`config.mk`:
```
export PLATFORM = sky130hd
export DESIGN_NAME = encoder_setpoint_adjuster
export DESIGN_NICKNAME = d
export VERILOG_FILES = /design/src/rtl/esa_pkg.sv /design/src/rtl/encoder_setpoint_adjuster.sv /design/src/rtl/esa_update.sv
export SDC_FILE = /design/constraint.sdc
export NUM_CORES = 1
export LEC_CHECK = 0
export BUFFER_PORTS_ARGS = -buffer_cell sky130_fd_sc_hd__buf_2
export CORE_MARGIN = 4
export CORE_UTILIZATION = 45
export CTS_BUF_LIST = sky130_fd_sc_hd__clkbuf_8
export DETAILED_ROUTE_END_ITERATION = 8
export MAX_ROUTING_LAYER = met4
export SLEW_MARGIN = 20
export SYNTH_ARGS = -nofsm -noshare
export SYNTH_HDL_FRONTEND = slang
export SYNTH_HIERARCHICAL = 1
export SYNTH_SLANG_ARGS = --single-unit
export TNS_END_PERCENT = 1
```
`constraint.sdc`:
```
create_clock -name clk_i -period 7.5 [get_ports clk_i]
set_clock_uncertainty 0.2 [all_clocks]
set_input_delay 0.375 -clock clk_i [delete_from_list [all_inputs] [get_ports clk_i]]
set_output_delay 0.375 -clock clk_i [all_outputs]
set_load 0.05 [all_outputs]
```
`src/rtl/esa_pkg.sv`:
```
// Shared types, constants and step-size lookups for the encoder setpoint adjuster.
// No dependencies.
package esa_pkg;

  localparam int unsigned VoltSpW   = 15;
  localparam int unsigned CurrSpW   = 12;
  localparam int unsigned LevelW    = 2;
  localparam int unsigned ClicksW   = 8;
  localparam int unsigned SumW      = 18;  // holds setpoint + clicks * step, signed
  localparam int unsigned InDataW   = 24;
  localparam int unsigned OutDataW  = 40;

  localparam logic [VoltSpW-1:0] VoltMaxMv = 15'd30000;
  localparam logic [CurrSpW-1:0] CurrMaxMa = 12'd3000;

  localparam logic [LevelW-1:0] LevelCoarse = 2'd0;
  localparam logic [LevelW-1:0] LevelFine   = 2'd1;
  localparam logic [LevelW-1:0] LevelLocked = 2'd2;

  typedef struct packed {
    logic                      volt_button_down;
    logic                      curr_button_down;
    logic signed [ClicksW-1:0] volt_clicks;
    logic signed [ClicksW-1:0] curr_clicks;
  } esa_item_t;

  typedef struct packed {
    logic [VoltSpW-1:0] volt_setpoint;
    logic [CurrSpW-1:0] curr_setpoint;
    logic [LevelW-1:0]  volt_step_level;
    logic [LevelW-1:0]  curr_step_level;
    logic               level_changed;
    logic               setpoint_touched;
  } esa_result_t;

  // Voltage step in mV for a level; the unused code gives no step.
  function automatic logic [7:0] volt_step(input logic [LevelW-1:0] lvl);
    logic [7:0] s;
    case (lvl)
      LevelCoarse: s = 8'd200;
      LevelFine:   s = 8'd10;
      LevelLocked: s = 8'd0;
      default:     s = 8'd0;
    endcase
    return s;
  endfunction

  // Current step in mA for a level.
  function automatic logic [7:0] curr_step(input logic [LevelW-1:0] lvl);
    logic [7:0] s;
    case (lvl)
      LevelCoarse: s = 8'd100;
      LevelFine:   s = 8'd1;
      LevelLocked: s = 8'd0;
      default:     s = 8'd0;
    endcase
    return s;
  endfunction

endpackage

```
`src/rtl/encoder_setpoint_adjuster.sv`:
```
// Top level of the encoder setpoint adjuster: input register, update stage, result register.
// Depends on esa_pkg and esa_update.
//
//   channel   direction  fields (tdata, lowest bit first)
//   s_axis    in         volt_button_down, curr_button_down, volt_clicks, curr_clicks
//   m_axis    out        volt_setpoint, curr_setpoint, volt_step_level, curr_step_level,
//                        level_changed, setpoint_touched
//
// One scan tick per cycle unless output stalls; a tick goes via input then result register.
// The input register and the result register each hold one item, so a new tick is
// taken while a result waits. A stalled output fills the result register and then the
// input register, after which s_axis_tready drops. Reset clears setpoints and levels
// to zero (coarse) and both button histories to not pressed.
module encoder_setpoint_adjuster #(
  parameter int unsigned STEP_LEVELS = 3
) (
  input  logic                         clk_i,
  input  logic                         rst_ni,
  input  logic                         s_axis_tvalid,
  output logic                         s_axis_tready,
  // [0] volt_button_down, [1] curr_button_down, [9:2] volt_clicks, [17:10] curr_clicks
  input  logic [esa_pkg::InDataW-1:0]  s_axis_tdata,
  output logic                         m_axis_tvalid,
  input  logic                         m_axis_tready,
  // [14:0] volt_setpoint, [26:15] curr_setpoint, [28:27] volt_step_level,
  // [30:29] curr_step_level, [31] level_changed, [32] setpoint_touched
  output logic [esa_pkg::OutDataW-1:0] m_axis_tdata
);
  import esa_pkg::*;

  logic        in_valid_q;
  esa_item_t   in_item_q;
  logic        out_valid_q;
  esa_result_t out_res_q;
  esa_result_t res;
  logic        adv;

  // Advance the held tick when the result register is free or being emptied
  assign adv           = in_valid_q & (~out_valid_q | m_axis_tready);
  assign s_axis_tready = ~in_valid_q | adv;

  esa_update #(
    .StepLevels (STEP_LEVELS)
  ) u_update (
    .clk_i    (clk_i),
    .rst_ni   (rst_ni),
    .adv_i    (adv),
    .item_i   (in_item_q),
    .result_o (res)
  );

  always_ff @(posedge clk_i or negedge rst_ni) begin
    if (!rst_ni) begin
      in_valid_q  <= 1'b0;
      out_valid_q <= 1'b0;
    end else begin
      if (s_axis_tready) begin
        in_valid_q <= s_axis_tvalid;
      end
      if (adv) begin
        out_valid_q <= 1'b1;
      end else if (m_axis_tready) begin
        out_valid_q <= 1'b0;
      end
    end
  end

  always_ff @(posedge clk_i) begin
    if (s_axis_tready && s_axis_tvalid) begin
      in_item_q.volt_button_down <= s_axis_tdata[0];
      in_item_q.curr_button_down <= s_axis_tdata[1];
      in_item_q.volt_clicks      <= s_axis_tdata[9:2];
      in_item_q.curr_clicks      <= s_axis_tdata[17:10];
    end
    if (adv) begin
      out_res_q <= res;
    end
  end

  assign m_axis_tvalid = out_valid_q;
  assign m_axis_tdata  = {7'd0,
                          out_res_q.setpoint_touched,
                          out_res_q.level_changed,
                          out_res_q.curr_step_level,
                          out_res_q.volt_step_level,
                          out_res_q.curr_setpoint,
                          out_res_q.volt_setpoint};

endmodule

```
`src/rtl/esa_update.sv`:
```
// Setpoint and step-level state with the per-tick update logic.
// Depends on esa_pkg.
module esa_update #(
  parameter int unsigned StepLevels = 3
) (
  input  logic                 clk_i,
  input  logic                 rst_ni,
  input  logic                 adv_i,
  input  esa_pkg::esa_item_t   item_i,
  output esa_pkg::esa_result_t result_o
);
  import esa_pkg::*;

  logic [VoltSpW-1:0] volt_target_q, volt_target_d;
  logic [CurrSpW-1:0] curr_target_q, curr_target_d;
  logic [LevelW-1:0]  volt_level_q, volt_level_d;
  logic [LevelW-1:0]  curr_level_q, curr_level_d;
  logic               volt_btn_q, curr_btn_q;

  logic               volt_rel, curr_rel, touched;
  logic [LevelW:0]    volt_inc, curr_inc;
  logic signed [SumW-1:0] volt_sum, curr_sum;

  always_comb begin
    volt_rel = volt_btn_q & ~item_i.volt_button_down;
    curr_rel = curr_btn_q & ~item_i.curr_button_down;

    // Advance the level on release, wrapping after the last one
    volt_inc = {1'b0, volt_level_q} + (LevelW+1)'(1);
    curr_inc = {1'b0, curr_level_q} + (LevelW+1)'(1);
    volt_level_d = volt_level_q;
    curr_level_d = curr_level_q;
    if (volt_rel) begin
      volt_level_d = (volt_inc >= (LevelW+1)'(StepLevels)) ? LevelCoarse : volt_inc[LevelW-1:0];
    end
    if (curr_rel) begin
      curr_level_d = (curr_inc >= (LevelW+1)'(StepLevels)) ? LevelCoarse : curr_inc[LevelW-1:0];
    end

    touched = (item_i.volt_clicks != '0) || (item_i.curr_clicks != '0);

    // Clicks use the step size of the level after any advance
    volt_sum = SumW'(signed'({1'b0, volt_target_q}))
             + SumW'(item_i.volt_clicks) * SumW'(signed'({1'b0, volt_step(volt_level_d)}));
    curr_sum = SumW'(signed'({1'b0, curr_target_q}))
             + SumW'(item_i.curr_clicks) * SumW'(signed'({1'b0, curr_step(curr_level_d)}));

    volt_target_d = volt_target_q;
    curr_target_d = curr_target_q;
    if (touched) begin
      if (volt_sum < 0) begin
        volt_target_d = '0;
      end else if (volt_sum > SumW'(signed'({1'b0, VoltMaxMv}))) begin
        volt_target_d = VoltMaxMv;
      end else begin
        volt_target_d = volt_sum[VoltSpW-1:0];
      end
      if (curr_sum < 0) begin
        curr_target_d = '0;
      end else if (curr_sum > SumW'(signed'({1'b0, CurrMaxMa}))) begin
        curr_target_d = CurrMaxMa;
      end else begin
        curr_target_d = curr_sum[CurrSpW-1:0];
      end
    end

    result_o.volt_setpoint    = volt_target_d;
    result_o.curr_setpoint    = curr_target_d;
    result_o.volt_step_level  = volt_level_d;
    result_o.curr_step_level  = curr_level_d;
    result_o.level_changed    = volt_rel | curr_rel;
    result_o.setpoint_touched = touched;
  end

  always_ff @(posedge clk_i or negedge rst_ni) begin
    if (!rst_ni) begin
      volt_target_q <= '0;
      curr_target_q <= '0;
      volt_level_q  <= LevelCoarse;
      curr_level_q  <= LevelCoarse;
      volt_btn_q    <= 1'b0;
      curr_btn_q    <= 1'b0;
    end else if (adv_i) begin
      volt_target_q <= volt_target_d;
      curr_target_q <= curr_target_d;
      volt_level_q  <= volt_level_d;
      curr_level_q  <= curr_level_d;
      volt_btn_q    <= item_i.volt_button_down;
      curr_btn_q    <= item_i.curr_button_down;
    end
  end

endmodule
```
Word level (Yosys, flattened, before mapping)
Index checks and enable logic that the tools add are counted.
{"block": "totals", "output_inout_bits": 42, "word_cells": 63, "inputBits": 28, "reg_bits": 86}
{"block": "op_classes", "order_cmp": 6, "n_eq_ne": 2, "mul": 2, "addsub": 4, "n_reduce_logical": 7, "n_mux": 14, "n_bitwise": 10}
{"op": "15-bit two-way mux", "n": 3}
{"op": "18-bit by 1-bit < comparator with 1-bit output (second input constant)", "n": 2}
{"op": "12-bit two-way mux", "n": 3}
{"op": "16-bit by 17-bit adder with 18-bit output", "n": 1}
{"op": "18-bit by 13-bit > comparator with 1-bit output (second input constant)", "n": 1}
{"op": "18-bit by 16-bit > comparator with 1-bit output (second input constant)", "n": 1}
{"op": "13-bit by 16-bit adder with 17-bit output", "n": 1}
{"op": "8-bit by 9-bit multiplier with 17-bit output", "n": 1}
{"op": "8-bit by 8-bit multiplier with 16-bit output", "n": 1}
{"op": "8-bit one-hot mux with 2 select lines", "n": 1}
{"op": "8-bit nonzero test", "n": 2}
{"op": "7-bit one-hot mux with 2 select lines", "n": 1}
{"op": "2-bit two-way mux", "n": 4}
{"op": "2-bit by 1-bit adder with 3-bit output (second input constant)", "n": 2}
{"op": "3-bit by 2-bit greater-or-equal comparator with 1-bit output (second input constant)", "n": 2}
{"op": "2-bit by 1-bit equality test with 1-bit output (second input constant)", "n": 2}
{"op": "2-bit logical NOT", "n": 2}
{"op": "1-bit NOT", "n": 4}
{"op": "1-bit bitwise AND", "n": 3}
{"op": "1-bit OR", "n": 3}
{"op": "1-bit two-way mux", "n": 2}
{"op": "2-bit nonzero test", "n": 1}
{"op": "1-bit logical AND", "n": 1}
{"op": "1-bit logical OR", "n": 1}

Depth between registers and ports, before layout
{"block": "depth", "word_depth": 12, "mapped_depth": 25, "ltp_nobuf": 23}

Cells and area by module
The synthesis kept the hierarchy.
{"mod": "esa_update", "area_per_inst_um2": 6137.1, "cells_each": 702, "instances": 1, "seq_area_each_um2": 825.8}
{"mod": "encoder_setpoint_adjuster", "area_per_inst_um2": 1691.6, "cells_each": 67, "instances": 1, "seq_area_each_um2": 1581.5}

Worst setup path before layout
No wires, ideal clock.
{"block": "synth_path", "path_kind": "register to register", "startpoint": "register in_item_q[17] (netlist name)", "endpoint": "register out_res_q, in the netlist m_axis_tdata[12], data pin", "path_slack_ps": 1489, "stages_incl_launch_ff": 21, "setup_ps": 260, "period_less_slack_ps": 6011, "arrival_ps": 5551, "path_buffers": 1, "required_time_ps": 7040, "cell_sequence": "edfxtp_1 > nand2b_1 > a21oi_1 > clkinv_1 > nor2_1 > nand2_1 > fa_1 > inv_1 > ha_1 > fa_1 > fa_1 > ha_1 > ha_1 > and3_1 > and3_1 > a221oi_2 > o21ai_1 > xor2_1 > clkbuf_1 > a31oi_1 > mux2_2"}
{"item": "start, declared", "line_no": "encoder_setpoint_adjuster.sv:32", "source": "esa_item_t in_item_q;"}
{"item": "end signal, assigned", "line_no": "encoder_setpoint_adjuster.sv:76", "source": "out_res_q <= res;"}
{"item": "end, declared", "line_no": "encoder_setpoint_adjuster.sv:34", "source": "esa_result_t out_res_q;"}

==> impl_results.md <==
- Cell area after layout: 8710 um^2
- Syn Area/Cell: 10.2 um^2
- WL/cell: 15.8 um
- CP max FO: 23
- Final wirelength: 16800 um
- Postcts setup bufs: 0
- Clock slew at reported path FFs: 80 ps
- Synth cell types: 69
- Residual DRC: 0
- Hold-fix buffer count after cts: 20
- Total number of vias: 5718
- CP endpoint kind: flip-flop
- Final Critical Period: 6830 ps
- Async S/R FF share, synth: 0.407
- DRT Pass-1 Iters: 5
- Yosys reg bits: 86
- Starting density of the core: 0.465
- Met3 WL post-DR: 797 um
- Die area: 19600 um^2
- Hold endpoint: m_axis_tvalid$_DFFE_PN0P_
- Status: complete, no violations
- Hold Crit Depth: 3
- Uppermost layer routed: met4
- Clk_lat worst skew: 380 ps
- Setup ws final: 667 ps
- Routed Antenna Nets: 0
- Global route overflow: 0
- Placement Setup Slack: 705 ps
- Max Slew Vio Count: 0
- Die Y: 140 um
- Worst reg2reg setup slack: 670 ps
- Post-DP HPWL: 13600 um
- Vias per inst: 5.38
- Diodes inserted: 0
- Slew headroom: 0.379
- Initial antenna violation count: 0
- First-pass GRT wire length: 27900 um
- HP Class: input port to flip-flop
- Final count of hold timing violations: 0
- Final Core Density: 0.518
- Number of global-route vias before repair: 5588
- RSZ-0062 raised after global routing: false
- Max Cap Viol: 0
- Reg2reg path depth: 19
- CTS root buf: clkbuf_8
- Row count: 47
- Synth warn: 6
- Resized cells post-CTS: 0
- Mapped Area: 7830 um^2
- CTS Sinks: 86
- DRT met1 WL: 8520 um
- Synthesized instance count: 769
- Initial drt markers: 269
- Die width: 140 um
- Inserted Clock Buffers: 9
- I/O pins: 70
- EDFF count, synth: 51
- Startpoint types: flip-flop
- Core area: 16800 um^2
- R2r startpoint: in_item_q[17]$_DFFE_PP_
- Worst slew pin tran: 925 ps
- Setup TNS: 0 ps
- Hold path start: m_axis_tready
- Critical path data arrival time: 6770 ps
- Top_reg_cell synth: edfxtp_1
- Pin count of the biggest net entering global routing: 49
- Final Cycle Share: 0.911
- Port Buffer Count: 56
- R2r endpoint: m_axis_tdata[4]$_DFFE_PP_
- GRT Resource Usage Total: 0.181
- Fill cell count: 1567
- CTS H-tree depth: 3
- CTS tree: built
- Area Overhead vs Synth: 11.3%
- Max clock buf depth: 2
- Placed Area: 8300 um^2
- Sequential area share after synthesis: 0.307
- Nets: 1032
- GP Congestion: 0.878
- CP Class: flip-flop to flip-flop
- Final setup viols: 0
- Met2 wire len: 7340 um
- Layout cells sized above 1: 0.129
- FMAX: 0.146 GHz
- Required time of the critical path: 7430 ps
## area by class of cell
class                           instances  area (um^2)  area share
Clock buffer                            9          124      0.0142
Sequential cell                        86         2410       0.276
Inverter                              110          413      0.0474
Multi-Input combinational cell        549         4880       0.560
Tap cell                              220          275      0.0316
Timing Repair Buffer                   82          526      0.0603
Clock inverter                          7         90.1      0.0103
## stage by stage
| stage | std cells | hold WS [ps] |
|---|---|---|
| final | 1063 | 80.8 |
| after global routing | 1063 | 67.9 |
| after CTS | 1063 | 65.2 |
| after detailed placement | 1027 | 305 |
| after global placement | 1027 | 275 |
| after floorplan | 776 | -121 |
## cells in the mapped netlist, types with 5 or more instances
library cell	n	area share
buf_4	8	0.0077
inv_1	109	0.052
a21o_1	6	0.0058
nand2_1	55	0.026
a211oi_1	7	0.0067
a21oi_1	28	0.018
o41ai_1	5	0.0056
o31a_1	5	0.0056
nor3_1	9	0.0058
a22o_1	11	0.012
nand3_1	20	0.013
xor2_1	10	0.011
mux2_2	9	0.013
nand4_1	6	0.0048
xnor2_1	9	0.010
o31ai_1	7	0.0067
edfxtp_1	51	0.20
nor2_1	34	0.016
o21ai_0	26	0.017
a31oi_1	6	0.0048
nand2b_1	10	0.0080
and3_1	16	0.013
and2_1	23	0.018
clkbuf_1	18	0.0086
or2_2	5	0.0040
fa_1	48	0.12
ha_1	118	0.19
dfrtp_1	35	0.11
## metal layers
metal  up-vias  track usage
li1       2815            -
met1      2760        0.263
met2       131        0.265
met3        12       0.0365
met4         0       0.0372
met5         -            -
## layout by cell type (no fill, tap or decap), types with 20 or more instances in the layout
master | netlist | final
o21ai_0 | 26 | 26
nor2_1 | 34 | 34
nand3_1 | 20 | 20
a21oi_1 | 28 | 28
edfxtp_1 | 51 | 51
inv_1 | 109 | 111
and2_1 | 23 | 22
fa_1 | 48 | 48
dlygate4sd3_1 | 0 | 20
nand2_1 | 55 | 54
buf_2 | 4 | 56
dfrtp_1 | 35 | 35
ha_1 | 118 | 118
## worst max path at each step
stage	from	endpoint	slack (ps)	depth (start not counted)
3_3_place_gp	in_item_q[17]$_DFFE_PP_	m_axis_tdata[4]$_DFFE_PP_	900	19
3_5_place_dp	in_item_q[17]$_DFFE_PP_	m_axis_tdata[9]$_DFFE_PP_	710	19
2_1_floorplan	in_item_q[17]$_DFFE_PP_	m_axis_tdata[12]$_DFFE_PP_	1490	20
5_1_grt	in_item_q[17]$_DFFE_PP_	m_axis_tdata[2]$_DFFE_PP_	330	19
4_1_cts	in_item_q[17]$_DFFE_PP_	m_axis_tdata[4]$_DFFE_PP_	700	19
6_report	in_item_q[17]$_DFFE_PP_	m_axis_tdata[4]$_DFFE_PP_	670	19
## critical path: stages, from the launching register on
cell and delay [ps]:
edfxtp_1 390, nand2b_1 220, a21oi_1 450, clkinv_1 380
nor2_1 280, nand2_1 130, fa_1 510, inv_1 40
ha_1 300, fa_1 500, fa_1 490, ha_1 310
ha_1 370, and3_1 270, and3_1 220, and3_1 180
or3_1 320, a211oi_2 310, o2bb2ai_2 310, o311a_1 390
## registers in the layout (all words and copies together) (netlist names)
name,cells
u_update/curr_target_q,12
u_update/volt_btn_q,1
m_axis_tvalid,1
u_update/curr_btn_q,1
in_item_q,18
in_valid_q,1
u_update/volt_level_q,2
u_update/volt_target_q,15
u_update/curr_level_q,2
m_axis_tdata,33
## cell families (layout without fill, tap and decap cells)
group / count (synthesis) / in the layout / share of synthesized area
and+or+nand+nor: 202 / 202 / 0.134
adders and majority gates: 166 / 166 / 0.311
AOI/OAI and AO/OA: 141 / 141 / 0.135
buffers and inverters: 141 / 208 / 0.0730
DFF: 86 / 86 / 0.307
xor gates and xnor gates: 19 / 19 / 0.0213
muxes: 12 / 12 / 0.0168
other: 2 / 9 / 0.000959
Power is left out: the tool's default activity adds up to more than one toggle a clock period on the data nets, which glitch-free logic cannot reach.
